## src/rtl/osb_pkg.sv

```systemverilog
`timescale 1ns / 1ps
`default_nettype none
// ----------------------------------------------------------------------------
// osb_pkg
// Shared types, constants and width helpers of the overlap seam blender.
// ----------------------------------------------------------------------------
package osb_pkg;

	localparam int MAX_WIDTH_DEF = 4096;
	localparam int COL_W         = 12;
	localparam int START_W       = 12;
	localparam int LWIDTH_W      = 13;
	localparam int CFG_DATA_W    = 13;
	localparam int CFG_IDX_W     = 1;
	localparam int CHANNELS      = 3;
	localparam int QUEUE_DEPTH   = 2;

	localparam logic [START_W-1:0]  START_RST  = 12'd0;
	localparam logic [LWIDTH_W-1:0] LWIDTH_RST = 13'd4096;

	// channel lanes: red, green, blue from high to low
	typedef logic [CHANNELS-1:0][7:0] pix_t;

	typedef enum logic [1:0] {
		MODE_LEFT,
		MODE_WARPED,
		MODE_BLEND
	} mode_t;

	typedef enum logic [CFG_IDX_W-1:0] {
		REG_OVERLAP_START = 1'b0,
		REG_LEFT_WIDTH    = 1'b1
	} reg_idx_t;

	typedef struct packed {
		logic [START_W-1:0]  start;
		logic [LWIDTH_W-1:0] width;
	} osb_cfg_t;

	typedef struct packed {
		mode_t            mode;
		logic [COL_W-1:0] k;
		pix_t             left;
		pix_t             warped;
	} osb_item_t;

	typedef struct packed {
		logic full;
		logic empty;
	} q_status_t;

	function automatic int span_width(input int max_w);
		int w;
		w = $clog2(max_w + 1);
		return (w > LWIDTH_W) ? LWIDTH_W : w;
	endfunction

	function automatic int num_width(input int max_w);
		return span_width(max_w) + 8;
	endfunction

	function automatic int recip_width(input int max_w);
		return num_width(max_w) + 1;
	endfunction

endpackage
`default_nettype wire

```

## src/rtl/osb_if.sv

```systemverilog
`timescale 1ns / 1ps
`default_nettype none
// ----------------------------------------------------------------------------
// osb_if
// Stream interfaces of the overlap seam blender: pixel pair in, pixel out.
// ----------------------------------------------------------------------------
interface osb_in_if;
	logic       valid;
	logic       ready;
	logic [11:0] column;
	logic [7:0] left_red;
	logic [7:0] left_green;
	logic [7:0] left_blue;
	logic [7:0] warped_red;
	logic [7:0] warped_green;
	logic [7:0] warped_blue;

	modport source (
		output valid, column, left_red, left_green, left_blue,
		output warped_red, warped_green, warped_blue,
		input  ready
	);
	modport sink (
		input  valid, column, left_red, left_green, left_blue,
		input  warped_red, warped_green, warped_blue,
		output ready
	);
endinterface

`default_nettype wire

```

## src/rtl/osb_front.sv

```systemverilog
`timescale 1ns / 1ps
`default_nettype none
// ----------------------------------------------------------------------------
// osb_front
// Accepts pixel pairs and classifies them as left, warped or blend.
// ----------------------------------------------------------------------------
module osb_front import osb_pkg::*; (
	input  osb_cfg_t   cfg,
	input  logic       recip_busy,
	osb_in_if.sink     in_ch,
	input  q_status_t  q_status,
	output logic       push,
	output osb_item_t  item
);

	logic [LWIDTH_W-1:0] col_ext;
	pix_t                left_pix;
	pix_t                warped_pix;

	assign col_ext    = {1'b0, in_ch.column};
	assign left_pix   = {in_ch.left_red, in_ch.left_green, in_ch.left_blue};
	assign warped_pix = {in_ch.warped_red, in_ch.warped_green, in_ch.warped_blue};

	assign in_ch.ready = !recip_busy && !q_status.full;
	assign push        = in_ch.valid && in_ch.ready;

	always_comb begin
		item.k      = in_ch.column - cfg.start;
		item.left   = left_pix;
		item.warped = warped_pix;
		priority if (col_ext >= cfg.width) begin
			item.mode = MODE_WARPED;
		end else if (in_ch.column < cfg.start) begin
			item.mode = MODE_LEFT;
		end else if (warped_pix == '0) begin
			item.mode = MODE_LEFT;
		end else begin
			item.mode = MODE_BLEND;
		end
	end

endmodule
`default_nettype wire

```

## src/flat_wrapper.sv

```systemverilog
// flat-port wrapper written by rule: the top's interface ports become plain ports
module osb_front_flat import osb_pkg::*;
  (cfg, recip_busy, q_status, push, item, in_ch_valid, in_ch_column, in_ch_left_red, in_ch_left_green, in_ch_left_blue, in_ch_warped_red, in_ch_warped_green, in_ch_warped_blue, in_ch_ready);
  osb_in_if in_ch_i ();
  input  osb_cfg_t cfg;
  input  logic recip_busy;
  input  q_status_t q_status;
  output logic push;
  output osb_item_t item;
  input wire logic [$bits(in_ch_i.valid)-1:0] in_ch_valid;
  input wire logic [$bits(in_ch_i.column)-1:0] in_ch_column;
  input wire logic [$bits(in_ch_i.left_red)-1:0] in_ch_left_red;
  input wire logic [$bits(in_ch_i.left_green)-1:0] in_ch_left_green;
  input wire logic [$bits(in_ch_i.left_blue)-1:0] in_ch_left_blue;
  input wire logic [$bits(in_ch_i.warped_red)-1:0] in_ch_warped_red;
  input wire logic [$bits(in_ch_i.warped_green)-1:0] in_ch_warped_green;
  input wire logic [$bits(in_ch_i.warped_blue)-1:0] in_ch_warped_blue;
  output wire logic [$bits(in_ch_i.ready)-1:0] in_ch_ready;
  assign in_ch_i.valid = in_ch_valid;
  assign in_ch_i.column = in_ch_column;
  assign in_ch_i.left_red = in_ch_left_red;
  assign in_ch_i.left_green = in_ch_left_green;
  assign in_ch_i.left_blue = in_ch_left_blue;
  assign in_ch_i.warped_red = in_ch_warped_red;
  assign in_ch_i.warped_green = in_ch_warped_green;
  assign in_ch_i.warped_blue = in_ch_warped_blue;
  assign in_ch_ready = in_ch_i.ready;
  osb_front u_core (.cfg(cfg), .recip_busy(recip_busy), .in_ch(in_ch_i), .q_status(q_status), .push(push), .item(item));
endmodule
```

## config.mk

```make
export PLATFORM = sky130hd
export DESIGN_NAME = osb_front_flat
export DESIGN_NICKNAME = d
export VERILOG_FILES = /design/src/rtl/osb_pkg.sv /design/src/rtl/osb_if.sv /design/src/rtl/osb_front.sv /design/src/flat_wrapper.sv
export SDC_FILE = /design/constraint.sdc
export NUM_CORES = 1
export LEC_CHECK = 0
export ABC_AREA = 1
export BUFFER_PORTS_ARGS = -buffer_cell sky130_fd_sc_hd__buf_4
export CELL_PAD_IN_SITES_DETAIL_PLACEMENT = 0
export CELL_PAD_IN_SITES_GLOBAL_PLACEMENT = 1
export CORE_UTILIZATION = 24
export DETAILED_ROUTE_END_ITERATION = 12
export GPL_TIMING_DRIVEN = 0
export PLACE_DENSITY = 0.95
export SYNTH_ARGS = -nofsm -noshare
export SYNTH_HDL_FRONTEND = slang
export SYNTH_SLANG_ARGS = --single-unit
```

## constraint.sdc

```tcl
create_clock -name vclk -period 2.8
set_input_delay 0.14 -clock vclk [all_inputs]
set_output_delay 0.14 -clock vclk [all_outputs]
set_load 0.02 [all_outputs]
```

# Word-level counts from Yosys, hierarchy flattened
# Cells that the tools add are included.
# Widths: inputs -> output; s select.
[word_totals] register_bits=0 latch_bits=0 ramBits=0 mem_bits_ro=0 in_bits=89 memories=0
[op_classes] add_sub_neg=1 mul=0 n_div=0 magnitude_cmp=2 n_eq_ne=0 shift=0 mux=3 bitwise=0 n_reduce_logical=5
[op_table] operator="$logic_not 24->1" count=1
[op_table] operator="$ge 12x13->1" count=1
[op_table] operator="$lt 12x12->1" count=1
[op_table] operator="$sub 12x12->12" count=1
[op_table] operator="$mux 2" count=3
[op_table] operator="$logic_and 1x1->1" count=2
[op_table] operator="$logic_not 1->1" count=2

# Longest topological paths before layout
# Gate-level depths: netlist (run 1).
[depth] depth_word=4 ltp_mapped=10 mapped_depth_nobuf=10

# Least setup slack after synthesis (run 1)
# OpenSTA, ideal clock, no wires.
[synth_path] kind="input-to-output" start="in in_ch_column[0]" end="out item[56] in the netlist's numbering" t_arrival_ns=1.514 t_required_ns=2.660 setup_slack_ns=1.146 cell_stages=8 path_buffers=0 path_cell_list="inv_1 > ha_1 > fa_1 > inv_1 > nand3_1 > nand3_1 > a21oi_1 > xnor2_1"
[synth_rtl] element="from (decl)" line_no="flat_wrapper.sv:11" text="input wire logic [$bits(in_ch_i.column)-1:0] in_ch_column;"
[synth_rtl] element="to (decl)" line_no="flat_wrapper.sv:9" text="output osb_item_t item;"

==> impl_summary.txt, run 1 <==
----------------------------------------------------
[STA]
  Share of the cycle needed by the critical path after routing ... between 60% and 70%
  Remaining max-slew budget at the tightest pin ... between 80 and 90%
  Max Fclk ... 531.1 MHz
  Transition at the pin with the smallest max-transition slack ... 0.2901 ns
  Total count of max-transition violations in the final report ... 0
  Minimum setup slack in the final design ... 0.9170 ns
  Unrepaired setup endpoints after global routing ... false
  Post-route setup TNS ... 0 ns
  Hold violation count in the final report ... 0
  Clock period minus final worst setup slack ... ~1.9 ns
  Final setup violation count ... 0

[Setup path]
  Logic depth of the worst setup path including buffers ... 12
  CP max FO ... 3
  Arrival @ worst endpoint ... 1.74 ns
  Endpoint type of the worst setup path ... output port
  Worst Path Class, Setup ... primary input to output port
  Startpoint class of the critical path ... primary input
  CP max stage delay ... approximately 0.41 ns
  Cell with the largest stage delay on the worst path ... sky130_fd_sc_hd__fa_1
  Critical path, cell by cell ... buf_4 -> inv_1 -> ha_1 -> fa_1 -> inv_1 -> nand3_1 -> nand3_1 -> nand2_1 -> nand3_2 -> nand2_1 -> nor2_1 -> buf_4
  Crit path buf inv count ... 4
  Family with the most delay on the worst path ... adder cells
  Worst path required time ... about 2.7 ns

[Yosys]
  Unique masters post-synth ... 18
  Post-synthesis instance area ... 1519 µm²
  Post-Syn Nets ... roughly 380
  Post-synthesis sequential area ratio ... 0%
  Post-synthesis cell type with the largest combined area ... sky130_fd_sc_hd__buf_4
  Area share of the largest cell type after synthesis ... approximately a quarter
  Post-Synthesis Cells ... 270
  Top cells by area, synth ... sky130_fd_sc_hd__buf_4, sky130_fd_sc_hd__ha_1, sky130_fd_sc_hd__nand2_1
  Yosys warns ... 0
  Average size of a mapped cell ... ~5.6 µm²

[Pwr]
  P_leak ... 1.620 nW
  Switch share ... 50.44%
  Pwr/cell area ... 208.6 nW/µm²
  Part of the power in registers ... 0%
  Combinational Power Share ... 100.0%
  Design Power ... 537.0 µW
  Peak supply drop ... 0.08889 mV
  Power Internal ... 266.2 µW
  Clock network power share ... 0%
  Power dissipated by switching net loads ... roughly 270 µW

[Clock network]
  Count of instances resized after the clock tree is built ... 0
  Hold buffers post-CTS ... 0
  Buffers inserted by post-CTS timing repair ... 0

[Hold path]
  Path type of the worst min-delay path ... primary input to output port
  Worst Hold Path Cells ... 2

[Cells and area]
  Seq Cell Count ... 0
  Area grow syn2layout ... 69.44%
  Final cell count without fillers ... 473
  ANT cells ... 0
  Ratio of cells with drive above 1 in the final layout ... between 40% and 50%
  Cell area after layout ... 2574 µm²
  Final #Nets ... 514
  Clock buffer cells ... 0
  Area occupied by multi-input gates ... 955.9 µm²
  Fillers ... 656
  Sequential standard cell area ... 0 µm²

[Run]
  MaxCap Viol Count ... 0

[Place]
  Post-place setup slack ... between 0.9 and 1 ns
  Placer's final routability congestion estimate ... 0.8036
  Cell area reported after detailed placement ... 2574 µm²
  Count of input and output buffers ... 128
  HPWL after detailed placement ... 4.278 mm
  Placed cell count ... 473

[Die]
  I/O pin count ... ~150
  Die Y-Extent ... 81.56 µm
  Std-Cell Rows ... 28
  Area of the core ... 6026 µm²
  Die X-Extent ... 81.56 µm
  DIE AREA ... 6651 µm²
  Initial core utilization ... 25.21%

[Detailed routing]
  Antenna violation net count after detailed routing ... 0
  Number of violations reported at the end of detailed-routing iteration 0 ... 34
  Via total after detailed routing ... 1915
  Routed wirelength normalized by instance count ... roughly 9.5 µm
  First-pass detailed-route iteration total ... 4
  Vias per cell ... ~4.0
  Final wirelength ... 4.484 mm
  Residual DRC count ... 0

[Global routing]
  Overall overflow remaining after global route ... 0
  Wire length of the first global-routing pass ... 6.479 mm
  Overall global routing resource usage ... 12.07%
  Initial antenna violation count ... 0
  Largest net degree at the start of global routing ... 7
  Via count of the first global-routing pass ... 1635

[Outcome]
  Status ... finished clean

----------------------------------------------------
==> worst paths after layout <==
kind / slack [ns] / endpoint / start
worst min-delay path: 0.48 / item[36] / in_ch_left_green[4]
worst max-delay path: 0.92 / item[61] / in_ch_column[0]
==> area by class of cell <==
class                      instances  share of cell area [%]
inverter                          54                   7.876
tap                               75                   3.646
timing repair buffer             128                   37.34
multi-input combinational        168                   37.14
buffer                            48                   14.00
==> per-stage QoR <==
stage / utilization [%] / hold slack, ns
5_1_grt: 42.71 / 0.4805
6_report: 42.71 / 0.4764
2_1_floorplan: - / 0.3549
3_5_place_dp: 42.71 / 0.4773
4_1_cts: 42.71 / 0.4771
3_3_place_gp: 42.71 / 0.4772
==> synthesized netlist by cell type <==
cell	number
sky130_fd_sc_hd__nor2_1	33
sky130_fd_sc_hd__nand2_2	3
sky130_fd_sc_hd__o21bai_1	1
sky130_fd_sc_hd__inv_1	51
sky130_fd_sc_hd__ha_1	24
sky130_fd_sc_hd__buf_4	48
sky130_fd_sc_hd__nand4_1	3
sky130_fd_sc_hd__nor2_2	1
sky130_fd_sc_hd__xor2_1	2
sky130_fd_sc_hd__a21oi_1	11
sky130_fd_sc_hd__nor3b_1	1
sky130_fd_sc_hd__xnor2_1	5
sky130_fd_sc_hd__o21ai_0	1
sky130_fd_sc_hd__nand3_1	14
sky130_fd_sc_hd__inv_2	3
sky130_fd_sc_hd__fa_1	1
sky130_fd_sc_hd__nand2_1	67
sky130_fd_sc_hd__nand3_2	1
==> placed cells by master (no fill, tap or decap), types with 2 or more instances in the layout <==
| master | n |
|---|---|
| sky130_fd_sc_hd__inv_2 | 3 |
| sky130_fd_sc_hd__nand2_1 | 67 |
| sky130_fd_sc_hd__buf_4 | 176 |
| sky130_fd_sc_hd__nand4_1 | 3 |
| sky130_fd_sc_hd__xnor2_1 | 5 |
| sky130_fd_sc_hd__inv_1 | 51 |
| sky130_fd_sc_hd__xor2_1 | 2 |
| sky130_fd_sc_hd__nand3_1 | 14 |
| sky130_fd_sc_hd__a21oi_1 | 11 |
| sky130_fd_sc_hd__nand2_2 | 3 |
| sky130_fd_sc_hd__ha_1 | 24 |
| sky130_fd_sc_hd__nor2_1 | 33 |
==> logic make-up (layout without fill, tap and decap cells) <==
group	Yosys count	after routing	synth area share, %
compound gates	13	13	4.448
fa+ha+maj	25	25	21.09
buf+inv	102	230	37.07
simple gates	123	123	33.36
xor+xnor	7	7	4.036
==> metal layers <==
| layer | wire [µm] | track usage (%) | up-vias |
|---|---|---|---|
| met4 | 0 | 0 | 0 |
| met3 | 522 | 1.333 | 0 |
| met2 | 2351 | 26.25 | 88 |
| met5 | 0 | 0 | - |
| met1 | 1610 | 12.64 | 801 |
| li1 | - | - | 1026 |
==> power groups by stage <==
stage	logic, mW	clock network (mW)	registers, mW
6_report	0.537	0	0
5_1_grt	0.589	0	0
4_1_cts	0.545	0	0
3_5_place_dp	0.544	0	0
3_3_place_gp	0.536	0	0
2_1_floorplan	0.314	0	0
Power figures use the tool's default switching activity.
==> inputs of run 2 (changes only) <==
--- a/config.mk
+++ b/config.mk
@@ -5,14 +5,14 @@
 export SDC_FILE = /design/constraint.sdc
 export NUM_CORES = 1
 export LEC_CHECK = 0
-export ABC_AREA = 1
+export ABC_AREA = 0
 export BUFFER_PORTS_ARGS = -buffer_cell sky130_fd_sc_hd__buf_4
 export CELL_PAD_IN_SITES_DETAIL_PLACEMENT = 0
 export CELL_PAD_IN_SITES_GLOBAL_PLACEMENT = 1
-export CORE_UTILIZATION = 24
+export CORE_UTILIZATION = 22
 export DETAILED_ROUTE_END_ITERATION = 12
 export GPL_TIMING_DRIVEN = 0
-export PLACE_DENSITY = 0.95
+export PLACE_DENSITY = 0.93
 export SYNTH_ARGS = -nofsm -noshare
 export SYNTH_HDL_FRONTEND = slang
 export SYNTH_SLANG_ARGS = --single-unit
==> constraint.sdc (replaced) <==
create_clock -name vclk -period 1.95
set_input_delay 0.0975 -clock vclk [all_inputs]
set_output_delay 0.0975 -clock vclk [all_outputs]
set_load 0.02 [all_outputs]
==> impl_summary.txt, run 2 <==
----------------------------------------------------
[STA]
  Final setup violation count ... 3
  Max Fclk ... 481.3 MHz
  Unrepaired setup endpoints after global routing ... true
  Minimum setup slack in the final design ... -0.1276 ns
  Remaining max-slew budget at the tightest pin ... between 70 and 80%
  Share of the cycle needed by the critical path after routing ... 106.5%
  Clock period minus final worst setup slack ... 2.078 ns
  Total count of max-transition violations in the final report ... 0
  Transition at the pin with the smallest max-transition slack ... approximately 0.33 ns
  Hold violation count in the final report ... 0

[Cells and area]
  Post-Route Utilization ... about 43%
  Clock buffer cells ... 0
  Final cell count without fillers ... 397
  ANT cells ... 0
  Fillers ... 602
  Seq Cell Count ... 0
  Area grow syn2layout ... 90.00%
  Top library cells by usage in the layout, fill and taps aside ... sky130_fd_sc_hd__buf_4, sky130_fd_sc_hd__inv_1, sky130_fd_sc_hd__ha_1, sky130_fd_sc_hd__nor2_1, sky130_fd_sc_hd__nand2_1
  Area occupied by multi-input gates ... 964.7 µm²
  Most common cell after layout, fill and taps aside ... sky130_fd_sc_hd__buf_4
  Sequential standard cell area ... 0 µm²
  Final #Nets ... around 440
  Ratio of cells with drive above 1 in the final layout ... 60.87%

[Setup path]
  Endpoint type of the worst setup path ... output port
  Worst Path Class, Setup ... primary input to output port
  Startpoint class of the critical path ... primary input
  Arrival @ worst endpoint ... between 1.5 and 2 ns
  Worst path required time ... 1.85 ns
  CP max FO ... 3
  Critical path, cell by cell ... buf_6 -> inv_4 -> ha_4 -> fa_2 -> and2b_1 -> o31a_2 -> o311ai_4 -> or3_4 -> a311oi_4 -> buf_6
  Cell with the largest stage delay on the worst path ... sky130_fd_sc_hd__or3_4
  CP max stage delay ... 0.40 ns
  Cell with the most instances on the worst path ... sky130_fd_sc_hd__buf_6

[Pwr]
  Pwr/cell area ... 313.0 nW/µm²
  Design Power ... 796.1 µW
  Peak supply drop ... between 0.15 and 0.2 mV
  P_leak ... between 1 and 1.5 nW

[Place]
  Placed cell count ... about 400
  HPWL after detailed placement ... 4.101 mm
  Post-place setup slack ... -0.3104 ns
  Count of input and output buffers ... 128
  Placer's final routability congestion estimate ... 0.7407

[Yosys]
  Top cells by area, synth ... sky130_fd_sc_hd__buf_4, sky130_fd_sc_hd__ha_1, sky130_fd_sc_hd__inv_1
  Area share of the largest cell type after synthesis ... 26.92%
  Post-Syn Nets ... 302
  Commonest cells post-synth ... sky130_fd_sc_hd__buf_4, sky130_fd_sc_hd__inv_1, sky130_fd_sc_hd__ha_1, sky130_fd_sc_hd__nor2_1, sky130_fd_sc_hd__nand2_1
  Post-synthesis cell type with the largest combined area ... sky130_fd_sc_hd__buf_4
  Post-synthesis instance area ... about 1300 µm²
  Cell with the most instances after synthesis ... sky130_fd_sc_hd__buf_4
  Unique masters post-synth ... 36
  Average size of a mapped cell ... 7.121 µm²
  Post-Synthesis Cells ... roughly 190
  Yosys warns ... 0
  Post-synthesis sequential area ratio ... 0%

[Outcome]
  Status ... complete, but fails checks
  Violations in the final reports ... negative setup slack

[Global routing]
  Overall overflow remaining after global route ... 0
  Wire length of the first global-routing pass ... between 6 and 7 mm
  Overall global routing resource usage ... 12.61%
  Via count of the first global-routing pass ... 1513
  Largest net degree at the start of global routing ... 9
  Initial antenna violation count ... 0

[Detailed routing]
  Final wirelength ... 4.661 mm
  First-pass detailed-route iteration total ... 5
  Antenna violation net count after detailed routing ... 0
  Number of violations reported at the end of detailed-routing iteration 0 ... 46
  Vias per cell ... 4.325
  Via total after detailed routing ... around 1.7k
  Routed wirelength normalized by instance count ... 11.74 µm
  Residual DRC count ... 0

[Die]
  Std-Cell Rows ... 28
  Area of the core ... 5886 µm²
  DIE AREA ... ~6400 µm²
  I/O pin count ... around 150
  Die Y-Extent ... 80.01 µm
  Initial core utilization ... 22.75%
  Die X-Extent ... 80.01 µm

[Hold path]
  Path type of the worst min-delay path ... primary input to output port

[Run]
  MaxCap Viol Count ... 0

----------------------------------------------------
-- run 2: logic make-up (layout without fill, tap and decap cells) --
logic type      Yosys count  count (layout)  share of synthesized area (%)
compound gates           36              36                          19.16
buf+inv                  75             209                          34.49
mux                       1               1                         0.7477
simple gates             45              45                          17.76
xor+xnor                  6               6                          3.926
fa+ha+maj                25              25                          23.93
-- run 2: stage by stage --
step	hold WS, ns	cell area (µm²)	setup TNS [ns]
detailed placement	0.3920	2412	-0.6513
CTS	0.3918	2464	-0.3293
global route	0.3943	2544	-0.5281
finish	0.3914	2544	-0.2272
floorplan	0.2746	1358	0
global placement	0.3917	2412	-0.5990
-- run 2: layer usage --
layer | routed length, µm | global-route usage (%)
met3 | 664 | 3.771
met2 | 2434 | 26.32
met1 | 1521 | 12.24
met4 | 41 | 1.250
met5 | 0 | 0
-- run 2: path summary, 6_finish.rpt --
kind                            from  endpoint  cells after the start
setup / recovery     in_ch_column[0]  item[61]                     10
hold / removal    in_ch_left_blue[6]  item[30]                      2
-- run 2: worst max-delay path, delay by kind of cell --
family / cells / cell delay, ns
adder cells (fa/ha/maj): 2 / 0.48
AO/OA/AOI/OAI: 3 / 0.50
buffers and inverters: 3 / 0.26
AND/OR/NAND/NOR: 2 / 0.62
-- run 2: report_power, final --
group | internal [mW] | total (mW) | switching [mW]
combinational | 0.417 | 0.796 | 0.379
clock | 0 | 0 | 0
sequential | 0 | 0 | 0
-- run 2: timing repair --
item,4_1_cts,5_1_grt
gates resized for setup,8,8
endpoints found under the setup margin,3,5
hold buffers,0,0
setup buffers,2,4
pin swaps,7,10
-- run 2: cell type report --
type	count	area share [%]
timing repair buffer	134	40.14
inverter	27	4.083
buffer	48	14.17
tap	75	3.689
multi-input combinational	113	37.92
==> inputs of run 3 (changes only) <==
--- a/config.mk
+++ b/config.mk
@@ -13,6 +13,7 @@
 export DETAILED_ROUTE_END_ITERATION = 12
 export GPL_TIMING_DRIVEN = 0
 export PLACE_DENSITY = 0.93
+export REMOVE_ABC_BUFFERS = 1
 export SYNTH_ARGS = -nofsm -noshare
 export SYNTH_HDL_FRONTEND = slang
 export SYNTH_SLANG_ARGS = --single-unit
==> impl_summary.txt, run 3 (synthesized netlist as in run 2, its figures left out) <==
----------------------------------------------------
[Cells and area]
  Sequential standard cell area ... 0 µm²
  Most common cell after layout, fill and taps aside ... sky130_fd_sc_hd__buf_4
  ANT cells ... 0
  Final #Nets ... 365
  Area grow syn2layout ... 45.70%
  Final cell count without fillers ... 324
  Clock buffer cells ... 0
  Seq Cell Count ... 0
  Cell area after layout ... 1951 µm²
  Ratio of cells with drive above 1 in the final layout ... 47.79%
  Top library cells by usage in the layout, fill and taps aside ... sky130_fd_sc_hd__buf_4, sky130_fd_sc_hd__inv_1, sky130_fd_sc_hd__ha_1, sky130_fd_sc_hd__nor2_1, sky130_fd_sc_hd__nand2_1

[Detailed routing]
  First-pass detailed-route iteration total ... 4
  Number of violations reported at the end of detailed-routing iteration 0 ... 41
  Vias per cell ... around 4.5
  Residual DRC count ... 0
  Final wirelength ... 4.242 mm
  Via total after detailed routing ... 1460
  Antenna violation net count after detailed routing ... 0
  Routed wirelength normalized by instance count ... 13.09 µm

[Place]
  Post-place setup slack ... -0.3484 ns
  Placer's final routability congestion estimate ... 0.7376
  Cell area reported after detailed placement ... 1853 µm²
  Count of input and output buffers ... ~100
  Placed cell count ... 319
  HPWL after detailed placement ... 3.769 mm

[Pwr]
  Pwr/cell area ... 319.6 nW/µm²
  Peak supply drop ... 0.1851 mV
  Design Power ... 623.3 µW
  P_leak ... between 1 and 1.5 nW

[Die]
  Die Y-Extent ... approximately 80 µm
  I/O pin count ... between 150 and 200
  Initial core utilization ... 22.75%
  Std-Cell Rows ... 28
  Area of the core ... 5886 µm²
  DIE AREA ... 6402 µm²
  Die X-Extent ... around 80 µm

[Run]
  MaxCap Viol Count ... 0

[Global routing]
  Via count of the first global-routing pass ... 1458
  Initial antenna violation count ... 0
  Overall global routing resource usage ... around 13%
  Largest net degree at the start of global routing ... 9
  Wire length of the first global-routing pass ... 6.320 mm
  Overall overflow remaining after global route ... 0

[Clock network]
  Hold buffers post-CTS ... 0

[STA]
  Max Fclk ... 489.5 MHz
  Hold violation count in the final report ... 0
  Unrepaired setup endpoints after global routing ... true
  Clock period minus final worst setup slack ... roughly 2.0 ns
  Minimum setup slack in the final design ... -0.09274 ns
  Remaining max-slew budget at the tightest pin ... approximately four fifths
  Total count of max-transition violations in the final report ... 0
  Share of the cycle needed by the critical path after routing ... 104.8%
  Final setup violation count ... 3
  Post-route setup TNS ... -0.1934 ns
  Transition at the pin with the smallest max-transition slack ... 0.3051 ns

[Setup path]
  Worst path required time ... 1.85 ns
  Startpoint class of the critical path ... primary input
  CP max stage delay ... 0.36 ns
  Worst Path Class, Setup ... primary input to output port
  Arrival @ worst endpoint ... a little under 2 ns
  Endpoint type of the worst setup path ... output port
  Critical path startpoint ... in_ch_column[0]
  Critical path, cell by cell ... buf_8 -> inv_6 -> ha_4 -> fa_2 -> and2b_1 -> o31a_2 -> o311ai_4 -> or3_1 -> a311oi_2 -> buf_4
  CP max FO ... 3
  Cell with the largest stage delay on the worst path ... sky130_fd_sc_hd__fa_2

[Hold path]
  Hold path startpoint ... in_ch_left_green[7]
  Worst Hold Path Cells ... 0
  Path type of the worst min-delay path ... primary input to output port

[Outcome]
  Violations in the final reports ... negative setup slack
  Status ... complete, but fails checks

----------------------------------------------------
-- run 3: worst paths after layout --
| kind | to | slack, ns |
|---|---|---|
| worst max-delay path | item[61] | -0.09 |
| worst min-delay path | item[39] | 0.20 |
-- run 3: timing repair --
action | in CTS | in global routing
endpoints found under the setup margin | 4 | 5
setup buffers | 2 | 3
pin swaps | 7 | 2
gates resized for setup | 8 | 5
hold endpoints to repair | 0 | 0
-- run 3: layer usage --
| layer | routed length [µm] | vias to the layer above | GRT usage (%) |
|---|---|---|---|
| met5 | 0 | - | 0 |
| met4 | 0 | 0 | 0 |
| met3 | 641 | 0 | 5.257 |
| met2 | 2144 | 98 | 25.64 |
| met1 | 1455 | 639 | 12.51 |
| li1 | - | 723 | - |
-- run 3: critical path, delay by kind of cell --
kind | cells | cell delay, ns
AO/OA/AOI/OAI | 3 | 0.50
adder cells (fa/ha/maj) | 2 | 0.51
buffers and inverters | 3 | 0.29
AND/OR/NAND/NOR | 2 | 0.55
-- run 3: area by class of cell --
class	count	area, µm²
fillers	641	3935
inverters	27	106.4
multi-input cells	113	920.9
well taps	75	93.84
repair buffers	109	829.5
-- run 3: power breakdown --
part           internal, mW  switching, mW  leakage [nW]
Clock                     0              0             0
Combinational         0.309          0.314          1.07
Sequential                0              0             0
Total                 0.309          0.314          1.07
-- run 3: stage by stage --
step	util, %	hold WS, ns
2_1_floorplan	-	0.1950
3_3_place_gp	31.48	0.1952
3_5_place_dp	31.48	0.1952
4_1_cts	32.33	0.1952
5_1_grt	33.14	0.1951
6_report	33.14	0.1952
